==> src/hdl/uart_rb_pkg.sv <==
`default_nettype none
// ----------------------------------------------------------------------------
// UART ring buffer package
// Transaction types, event codes and status codes shared by the ring buffer.
// ----------------------------------------------------------------------------
package uart_rb_pkg;

  typedef enum logic [1:0] {
    OP_LINE_RX  = 2'd0,
    OP_TX_READY = 2'd1,
    OP_GET      = 2'd2,
    OP_PUT      = 2'd3
  } opcode_t;

  typedef enum logic [1:0] {
    ST_OK    = 2'd0,
    ST_EMPTY = 2'd1,
    ST_FULL  = 2'd2
  } status_t;

  typedef struct packed {
    logic [1:0] opcode;
    logic [7:0] data_byte;
  } event_item_t;

  typedef struct packed {
    logic [7:0] out_byte;
    logic       out_valid;
    logic [1:0] status;
    logic       tx_irq_enabled;
    logic       rx_empty;
    logic       tx_full;
  } result_item_t;

endpackage
`default_nettype wire

==> src/hdl/uart_rx_tx_ring_buffer.sv <==
`default_nettype none
// ----------------------------------------------------------------------------
// UART receive and transmit ring buffers
// A pair of byte rings between a UART and a processor, one event per
// transaction, one result transaction per event.
// ----------------------------------------------------------------------------
//
//   Channel   Direction  Payload          Handshake
//   event     in         event_item_t     event_valid / event_stall
//   result    out        result_item_t    result_valid / result_stall
//
// One event is accepted in every cycle while the result side keeps up; its
// result passes through the registered read port of the byte stores and the
// middle stage, and then through the output register.
// Reset (rst, synchronous) empties both rings and clears the transmit-interrupt
// enable. The byte stores are not cleared; only written entries are ever read.
// A stall on the result side holds the output register; event_stall rises
// once the middle stage also holds an event.
//
module uart_rx_tx_ring_buffer
  import uart_rb_pkg::*;
#(
  parameter int RX_DEPTH = 256,
  parameter int TX_DEPTH = 256
) (
  input  wire logic         clk,
  input  wire logic         rst,
  input  wire logic         event_valid,
  output logic              event_stall,
  input  wire event_item_t  event_data,
  output logic              result_valid,
  input  wire logic         result_stall,
  output result_item_t      result_data
);

  localparam int RX_AW = (RX_DEPTH > 1) ? $clog2(RX_DEPTH) : 1;
  localparam int TX_AW = (TX_DEPTH > 1) ? $clog2(TX_DEPTH) : 1;
  localparam logic [RX_AW-1:0] RX_LAST = RX_AW'(RX_DEPTH - 1);
  localparam logic [TX_AW-1:0] TX_LAST = TX_AW'(TX_DEPTH - 1);

  // Byte stores. Each is written at one address and read at one address per
  // cycle, with the read data registered.
  logic [7:0] rx_mem [RX_DEPTH];
  logic [7:0] tx_mem [TX_DEPTH];
  logic [7:0] rx_rd;
  logic [7:0] tx_rd;

  // Ring pointers and the transmit-interrupt enable.
  logic [RX_AW-1:0] rx_wp, rx_rp, rx_wp_next, rx_rp_next, rx_wp_inc, rx_rp_inc;
  logic [TX_AW-1:0] tx_wp, tx_rp, tx_wp_next, tx_rp_next, tx_wp_inc, tx_rp_inc;
  logic [TX_AW-1:0] tx_wp_next_inc;
  logic             tx_irq_en, tx_irq_en_next;

  // Middle stage: everything of the result but the byte, which comes from the
  // store read registers.
  typedef struct packed {
    logic       pop;
    logic       sel_tx;
    logic [1:0] status;
    logic       irq;
    logic       rx_empty;
    logic       tx_full;
  } mid_t;

  logic  mid_valid;
  mid_t  mid;
  mid_t  mid_next;
  logic  mid_adv;
  logic  ev_acc;

  logic rx_empty_now, rx_full_now, tx_empty_now, tx_full_now;
  logic rx_push, rx_pop, tx_push, tx_pop;

  assign mid_adv     = !result_valid || !result_stall;
  assign event_stall = mid_valid && !mid_adv;
  assign ev_acc      = event_valid && !event_stall;

  assign rx_wp_inc = (rx_wp == RX_LAST) ? '0 : rx_wp + 1'b1;
  assign rx_rp_inc = (rx_rp == RX_LAST) ? '0 : rx_rp + 1'b1;
  assign tx_wp_inc = (tx_wp == TX_LAST) ? '0 : tx_wp + 1'b1;
  assign tx_rp_inc = (tx_rp == TX_LAST) ? '0 : tx_rp + 1'b1;

  // The rings keep one slot empty: full when the write pointer would meet the
  // read pointer after one more push.
  assign rx_empty_now = (rx_wp == rx_rp);
  assign rx_full_now  = (rx_wp_inc == rx_rp);
  assign tx_empty_now = (tx_wp == tx_rp);
  assign tx_full_now  = (tx_wp_inc == tx_rp);

  always_comb begin
    rx_push        = 1'b0;
    rx_pop         = 1'b0;
    tx_push        = 1'b0;
    tx_pop         = 1'b0;
    tx_irq_en_next = tx_irq_en;
    mid_next       = '0;
    mid_next.status = ST_OK;
    unique case (event_data.opcode)
      OP_LINE_RX: begin
        if (rx_full_now) begin
          mid_next.status = ST_FULL;
        end else begin
          rx_push = 1'b1;
        end
      end
      OP_TX_READY: begin
        mid_next.sel_tx = 1'b1;
        if (tx_empty_now) begin
          tx_irq_en_next  = 1'b0;
          mid_next.status = ST_EMPTY;
        end else begin
          tx_pop       = 1'b1;
          mid_next.pop = 1'b1;
        end
      end
      OP_GET: begin
        if (rx_empty_now) begin
          mid_next.status = ST_EMPTY;
        end else begin
          rx_pop       = 1'b1;
          mid_next.pop = 1'b1;
        end
      end
      OP_PUT: begin
        if (tx_full_now) begin
          mid_next.status = ST_FULL;
        end else begin
          tx_push        = 1'b1;
          tx_irq_en_next = 1'b1;
        end
      end
      default: begin
        mid_next.status = ST_OK;
      end
    endcase

    rx_wp_next = rx_push ? rx_wp_inc : rx_wp;
    rx_rp_next = rx_pop  ? rx_rp_inc : rx_rp;
    tx_wp_next = tx_push ? tx_wp_inc : tx_wp;
    tx_rp_next = tx_pop  ? tx_rp_inc : tx_rp;
    tx_wp_next_inc = (tx_wp_next == TX_LAST) ? '0 : tx_wp_next + 1'b1;

    mid_next.irq      = tx_irq_en_next;
    mid_next.rx_empty = (rx_wp_next == rx_rp_next);
    mid_next.tx_full  = (tx_wp_next_inc == tx_rp_next);
  end

  // Ring state advances only on an accepted event.
  always_ff @(posedge clk) begin
    if (rst) begin
      rx_wp     <= '0;
      rx_rp     <= '0;
      tx_wp     <= '0;
      tx_rp     <= '0;
      tx_irq_en <= 1'b0;
    end else if (ev_acc) begin
      rx_wp     <= rx_wp_next;
      rx_rp     <= rx_rp_next;
      tx_wp     <= tx_wp_next;
      tx_rp     <= tx_rp_next;
      tx_irq_en <= tx_irq_en_next;
    end
  end

  // Store writes and registered reads. The read registers only move on an
  // accepted event, so they hold while the middle stage waits.
  always_ff @(posedge clk) begin
    if (ev_acc && rx_push) begin
      rx_mem[rx_wp] <= event_data.data_byte;
    end
    if (ev_acc && rx_pop) begin
      rx_rd <= rx_mem[rx_rp];
    end
  end

  always_ff @(posedge clk) begin
    if (ev_acc && tx_push) begin
      tx_mem[tx_wp] <= event_data.data_byte;
    end
    if (ev_acc && tx_pop) begin
      tx_rd <= tx_mem[tx_rp];
    end
  end

  // Middle stage.
  always_ff @(posedge clk) begin
    if (rst) begin
      mid_valid <= 1'b0;
    end else if (ev_acc) begin
      mid_valid <= 1'b1;
    end else if (mid_adv) begin
      mid_valid <= 1'b0;
    end
  end

  always_ff @(posedge clk) begin
    if (ev_acc) begin
      mid <= mid_next;
    end
  end

  // Output register. The byte is forced to zero when nothing was popped.
  always_ff @(posedge clk) begin
    if (rst) begin
      result_valid <= 1'b0;
    end else if (mid_adv) begin
      result_valid <= mid_valid;
    end
  end

  always_ff @(posedge clk) begin
    if (mid_adv && mid_valid) begin
      result_data.out_byte       <= mid.pop ? (mid.sel_tx ? tx_rd : rx_rd) : 8'd0;
      result_data.out_valid      <= mid.pop;
      result_data.status         <= mid.status;
      result_data.tx_irq_enabled <= mid.irq;
      result_data.rx_empty       <= mid.rx_empty;
      result_data.tx_full        <= mid.tx_full;
    end
  end

  // A line byte that meets a full receive ring leaves the write pointer alone.
  a_rx_drop_keeps_ptr: assert property (@(posedge clk) disable iff (rst)
    ev_acc && event_data.opcode == OP_LINE_RX && rx_full_now |=> $stable(rx_wp))
    else $error("receive write pointer moved on a dropped byte");

  // An accepted put sets the transmit-interrupt enable.
  a_put_sets_irq: assert property (@(posedge clk) disable iff (rst)
    ev_acc && event_data.opcode == OP_PUT && !tx_full_now |=> tx_irq_en)
    else $error("transmit-interrupt enable not set by a put");

  // A popped byte always goes with an ok status.
  a_pop_status_ok: assert property (@(posedge clk) disable iff (rst)
    result_valid && result_data.out_valid |-> result_data.status == ST_OK)
    else $error("popped byte reported with a failing status");

  // No byte is shown when nothing was popped.
  a_no_pop_zero: assert property (@(posedge clk) disable iff (rst)
    result_valid && !result_data.out_valid |-> result_data.out_byte == 8'd0)
    else $error("byte shown without a pop");

  // The middle stage never holds an item while the output is free to take it.
  a_mid_drains: assert property (@(posedge clk) disable iff (rst)
    mid_valid && !result_valid && !ev_acc |=> !mid_valid)
    else $error("middle stage failed to drain");

endmodule
`default_nettype wire
==> config.mk <==
export PLATFORM = sky130hd
export DESIGN_NAME = uart_rx_tx_ring_buffer
export DESIGN_NICKNAME = d
export VERILOG_FILES = /design/src/hdl/uart_rb_pkg.sv /design/src/hdl/uart_rx_tx_ring_buffer.sv
export SDC_FILE = /design/constraint.sdc
export NUM_CORES = 2
export LEC_CHECK = 0
export BUFFER_PORTS_ARGS = -buffer_cell sky130_fd_sc_hd__clkbuf_2
export CAP_MARGIN = 30
export CORE_MARGIN = 8
export CORE_UTILIZATION = 50
export CTS_CLUSTER_SIZE = 20
export DETAILED_ROUTE_END_ITERATION = 10
export PLACE_DENSITY = 0.67
export SLEW_MARGIN = 20
export SYNTH_ARGS = -nofsm -noshare
export SYNTH_HDL_FRONTEND = slang
export SYNTH_SLANG_ARGS = --single-unit
export TNS_END_PERCENT = 10
==> constraint.sdc <==
create_clock -name clk -period 4.7 [get_ports clk]
set_clock_uncertainty 0.2 [all_clocks]
set_input_delay 0 -clock clk [delete_from_list [all_inputs] [get_ports clk]]
set_output_delay 0 -clock clk [all_outputs]
set_load 0.01 [all_outputs]
== Word level (Yosys, flattened, before mapping) ==
Memory sizes are Yosys's and may differ from the RTL's. A register that Yosys moved wholly into a read port is not among the register bits.
Cells that the tools add are included.

* Flip-flop bits (word level): 56
* Word-level logic and storage cells: 88
* Output and inout port bits: 16
* Bits of input ports: 14
* RAM bits: 4096
* Memories: 2

{| class="wikitable"
|+ Memory list
! name !! words !! width !! read ports !! clocked after memory_dff !! write ports !! line !! RTL
|-
| rx_mem || 256 || 8 || 1 || 1 || 1 || uart_rx_tx_ring_buffer.sv:43 || <nowiki>logic [7:0] rx_mem [RX_DEPTH];</nowiki>
|-
| tx_mem || 256 || 8 || 1 || 1 || 1 || uart_rx_tx_ring_buffer.sv:44 || <nowiki>logic [7:0] tx_mem [TX_DEPTH];</nowiki>
|}

* Eq/ne operators: 14
* Add/subtract/negate cells: 5
* Reduce and logical (&&, ||, !) cells: 14
* Multiplexer cells: 34

{| class="wikitable"
|+ Operators with widths
! operator !! count
|-
| two-way mux 8 bit || 10
|-
| == test 8 bit || 6
|-
| adder 8 x 1 -> 8 bit, second input constant || 5
|-
| == test 8 bit, second input constant || 5
|-
| two-way mux 1 bit || 19
|-
| case mux 2 bit (4 select lines) || 1
|-
| logical AND 1 bit || 7
|-
| == test 2 bit, second input constant || 2
|-
| zero test 1 bit || 4
|-
| two-way mux 2 bit || 2
|-
| case mux 1 bit (2 select lines) || 2
|-
| == test 2 x 1 -> 1 bit, second input constant || 1
|-
| zero test 2 bit || 1
|-
| nonzero test 2 bit || 1
|-
| logical OR 1 bit || 1
|}

== Logic depth before layout (Yosys ltp) ==
* Word-level depth: 9
* Depth in mapped cells: 18
* Depth with buffers taken out: 16

== Worst setup path before layout ==
No wires, ideal clock.

* Path type: reg2reg
* From: register tx_wp[1]
* To: register mid[0] in the netlist's numbering, data pin
* Setup slack: 1.039 ns
* Library setup time: 0.259 ns
* Period minus slack after synthesis: 3.661 ns
* Cell stages (with the launch flop): 18
* Data required time: 4.241 ns
* Arrival: 3.202 ns
* Buffers on the path: 2
* Cells stage by stage: dfxtp_1 ha_1 buf_2 nand3_1 nor2_1 o21ai_1 and4bb_1 a21boi_2 buf_2 nand2_1 o21ai_0 ha_1 nand2_1 mux2i_1 nor2b_1 and3b_1 o221ai_1 nor3_1

{| class="wikitable"
|+ RTL lines
! item !! line !! RTL
|-
| from (decl) || uart_rx_tx_ring_buffer.sv:50 || <nowiki>logic [TX_AW-1:0] tx_wp, tx_rp, tx_wp_next, tx_rp_next, tx_wp_inc, tx_rp_inc;</nowiki>
|-
| from (signal assigned) || uart_rx_tx_ring_buffer.sv:159 || <nowiki>tx_wp <= tx_wp_next;</nowiki>
|-
| to (signal assigned) || uart_rx_tx_ring_buffer.sv:198 || <nowiki>mid <= mid_next;</nowiki>
|-
| to (decl) || uart_rx_tx_ring_buffer.sv:66 || <nowiki>mid_t mid;</nowiki>
|}

== Final worst setup path ==
* From: register rx_wp[0]
* To: memory rx_mem[184][6], enable pin

* Word-level cells in the longest chain between the ends: 8
* Elaborated cells between the ends (all ways): 9
* Classes of those cells: 1 x add/sub; 2 x eq/ne; 5 x mux; 1 x reduce/logical

{| class="wikitable"
|+ RTL lines
! item !! line !! RTL
|-
| from (decl) || uart_rx_tx_ring_buffer.sv:49 || <nowiki>logic [RX_AW-1:0] rx_wp, rx_rp, rx_wp_next, rx_rp_next, rx_wp_inc, rx_rp_inc;</nowiki>
|-
| from (signal assigned) || uart_rx_tx_ring_buffer.sv:157 || <nowiki>rx_wp <= rx_wp_next;</nowiki>
|-
| adder 8 x 1 -> 8 bit / == test 8 bit (equally long branches) || uart_rx_tx_ring_buffer.sv:78 || <nowiki>assign rx_wp_inc = (rx_wp == RX_LAST) ? '0 : rx_wp + 1'b1;</nowiki>
|-
| two-way mux 8 bit || uart_rx_tx_ring_buffer.sv:78 ||
|-
| == test 8 bit || uart_rx_tx_ring_buffer.sv:86 || <nowiki>assign rx_full_now = (rx_wp_inc == rx_rp);</nowiki>
|-
| two-way mux 1 bit || uart_rx_tx_ring_buffer.sv:100 || <nowiki>if (rx_full_now) begin</nowiki>
|-
| two-way mux 1 bit || uart_rx_tx_ring_buffer.sv:98 || <nowiki>unique case (event_data.opcode)</nowiki>
|-
| logical AND 1 bit || uart_rx_tx_ring_buffer.sv:168 || <nowiki>if (ev_acc && rx_push) begin</nowiki>
|-
| two-way mux 1 bit || uart_rx_tx_ring_buffer.sv:168 ||
|-
| two-way mux 1 bit (implied by the code) || uart_rx_tx_ring_buffer.sv:169 || <nowiki>rx_mem[rx_wp] <= event_data.data_byte;</nowiki>
|-
| to (decl) || uart_rx_tx_ring_buffer.sv:43 ||
|}

Several ways; a longest one is shown, not always the timed one.

==> metrics.cfg <==
[layout]
nNetsFinal=7720
multi_input_area_um2=35680
layout-drive-gt1-share_pct=33.22
layout_commonest_cell=edfxtp_1
n_fill_cell=22860
regArea_um2=124800
syn_to_final_growth_pct=14.33
layout_common_cells=edfxtp_1, mux4_2, buf_4
post-route-util_pct=57.34
fin_area_um2=185500
fin_cells=12370

[setup_path]
rr_startpoint=rx_wp[0]$_SDFFE_PP0P_
cp-end-kind=register
required_ns=5.06
crit_path_start=rx_wp[0]$_SDFFE_PP0P_
reg2reg_depth=12
path_cells=ha_1 -> nand3_2 -> nor3_1 -> a21oi_2 -> xnor2_1 -> a41oi_2 -> and2_1 -> nand2_1 -> nor2_1 -> buf_4 -> nand2_1 -> nor2_1
reg2reg_slack_ns=0.28
critPathSlowestCell=nor2_1
cp_slowest_stage_delay_ns=0.79
critical_path_class=reg2reg
crit_path_start_kind=register
cp.arrival_ns=4.78
crit_fanout=15
r2r_end=rx_mem[184][6]$_DFFE_PP_

[floorplan]
die_w_um=585.6
die_h_um=585.6
rows=209
core_um2=323500
start_util_pct=50.16
die_area_um2=343000
num_io_pins=30

[yosys]
ys_ff_latch=4168
synth-adder-area-share_pct=0.1234
synth_edf_count=4133
yosysWarnings=0
ys_seq_area_share_pct=76.93
synth_ff_type=edfxtp_1
synth_xor_area_share_pct=0.3278
synth_compound_area_share_pct=0.3717
avgSynthCellArea_um2=23.27
synth_nets=7001
synth-async-reset-ratio_pct=0
yosys.area_share.simple_pct=2.120
ys_types=62
synth_top_family_by_area=multiplexers
synthMuxAreaShare_pct=19.01
syn_inst=6971
netlist_area_um2=162200

[drt]
drt_iter0_markers=9924
remaining_drc_errors=0
firstDrtPassIters=5
wl_mm=389.9
wl_per_cell_um=31.53
routed-via-count=76870
antenna_left=0
via_per_inst=6.216

[status]
run_status=completed

[hold_path]
min_path_cells=2
hp-class=in2reg
hp-start=event_data[0]
hold_path_end=tx_mem[231][0]$_DFFE_PP_

[timing]
rsz0062_at_grt=true
fin_ws_ns=0.2818
setup_viol=0
fmax_mhz=226.3
slew_headroom_pct=27.54
min_period_over_period_pct=94.00
min_period_ns=4.418
holdWs_ns=0.02432
worst_pin_slew_ns=1.084
hold_viol=0
maxSlewViolCount=0

[power_and_ir_drop]
ir_drop_v=0.0003413
p_per_area_nw_per_um2=408.7
power_frac_comb_pct=3.5
power.leakage_uw=0.05612
p_switching_uw=15640
swShare_pct=20.64
p_seq_share_pct=54.0
power.share.clock_pct=42.5
p_int_uw=60170

[cts]
root_buffer=clkbuf_16
h-tree-depth=5
cts_buffers=415
path_clk_slew_ns=0.06
tritoncts=yes
clock_latency_ns=0.96
clock_sinks=4168
cts_buffer_depth=4

[grt]
grt_first_pass_wirelength_mm=565.8
grt_usage_pct=22.56
grt-ovfl-total=0
antenna_found_initial=16
grt_max_degree=197
grt_pass1_vias=77670

[placement]
finalWeightedCongestion=0.8892
port_buffers=29
place_area_um2=171900
preCtsSetupSlack_ns=0.3567
dp.cells=11570
place_hpwl_mm=232.1

[flow_run]
max-cap-violations=0

-- worst max-delay path, delay by kind of cell (launching register included) --
family,cells,cell delay [ns]
AO/OA/AOI/OAI,2,0.43
XOR/XNOR,1,0.20
AND/OR/NAND/NOR,7,2.25
adder cells (fa/ha/maj),1,0.45
buffers and inverters,1,0.18
flip-flops,1,0.34
-- power by group through the flow --
stage / clock, µW / combinational, µW / sequential, µW
5_1_grt: 34100 / 2810 / 40900
3_5_place_dp: 0 / 2670 / 41700
3_3_place_gp: 0 / 2610 / 41700
4_1_cts: 32700 / 2700 / 40900
2_1_floorplan: 0 / 1320 / 41700
6_report: 32200 / 2670 / 40900
-- how the worst max path moves through the flow --
stage                                     to  slack [ns]
floorplan                   mid[0]$_DFFE_PP_        1.04
global placement    rx_mem[151][7]$_DFFE_PP_        0.48
detailed placement  rx_mem[145][4]$_DFFE_PP_        0.36
CTS                 rx_mem[149][2]$_DFFE_PP_        0.36
global route        rx_mem[179][3]$_DFFE_PP_       -0.05
finish              rx_mem[184][6]$_DFFE_PP_        0.28
-- stage by stage --
step                TNS, ns  total power (µW)
finish                    0             75810
global route        -0.4752             77790
CTS                       0             76310
detailed placement        0             44390
global placement          0             44330
floorplan                 0             43000
-- cells by family after synthesis --
kind of cell             after synthesis
flip-flops                          4168
multiplexers                        1385
AND/OR/NAND/NOR                      826
buffers and inverters                424
AO/OA/AOI/OAI                         93
XOR/XNOR                              59
adder cells (fa/ha/maj)               16
-- metal layers --
layer | wire length (µm) | share of wire, % | vias to the layer above | track usage (%)
li1 | - | - | 31030 | -
met1 | 155500 | 40 | 41250 | 32.78
met2 | 185600 | 48 | 3949 | 35.40
met3 | 36210 | 9.3 | 635 | 4.354
met4 | 12570 | 3.2 | 6 | 6.572
met5 | 37 | 0.0095 | - | 0
-- synth_stat cells (all sizes together) (5+ instances only) --
cell type  number  area [µm²]
a211oi         14       105.1
a21oi          33       168.9
and2           12       75.07
and3           14       87.58
buf           203       985.9
clkbuf        205       769.5
dfxtp          35       700.7
edfxtp       4133      124100
ha             16       200.2
inv            14       52.55
mux2i          27       270.3
mux4         1357       30560
nand2         112       432.9
nand3          36       180.2
nand4          11       75.07
nor2          577        2168
nor2b          21       131.4
nor3           14       75.07
nor3b           5       42.54
o21ai          18       90.08
or2             7       43.79
xnor2          34       297.8
xor2           24       210.2
-- flip-flops by register name (all words and copies together) (netlist names) --
signal / flops
rx_mem: 2048
tx_mem: 2048
result_data: 14
rx_rd: 8
rx_rp: 8
rx_wp: 8
tx_rd: 8
tx_rp: 8
tx_wp: 8
mid: 7
mid_valid: 1
result_valid: 1
tx_irq_en: 1
-- final cells by class --
class / count / share of cell area, %
Antenna cell: 6 / 0.008095
Clock buffer: 507 / 5.854
Clock inverter: 255 / 1.268
Inverter: 16 / 0.03238
Multi-Input combinational cell: 2379 / 19.24
Sequential cell: 4168 / 67.31
Tap cell: 4325 / 2.917
Timing Repair Buffer: 710 / 3.378
-- what timing repair did --
action | 4_1_cts | 5_1_grt
buffers inserted | 0 | 0
hold buffers | 28 | 0
gates resized for setup | 0 | 1
endpoints found under the setup margin | 0 | 25
endpoints found under the hold margin | 3730 | 0
(Power assumes the default switching activity.)
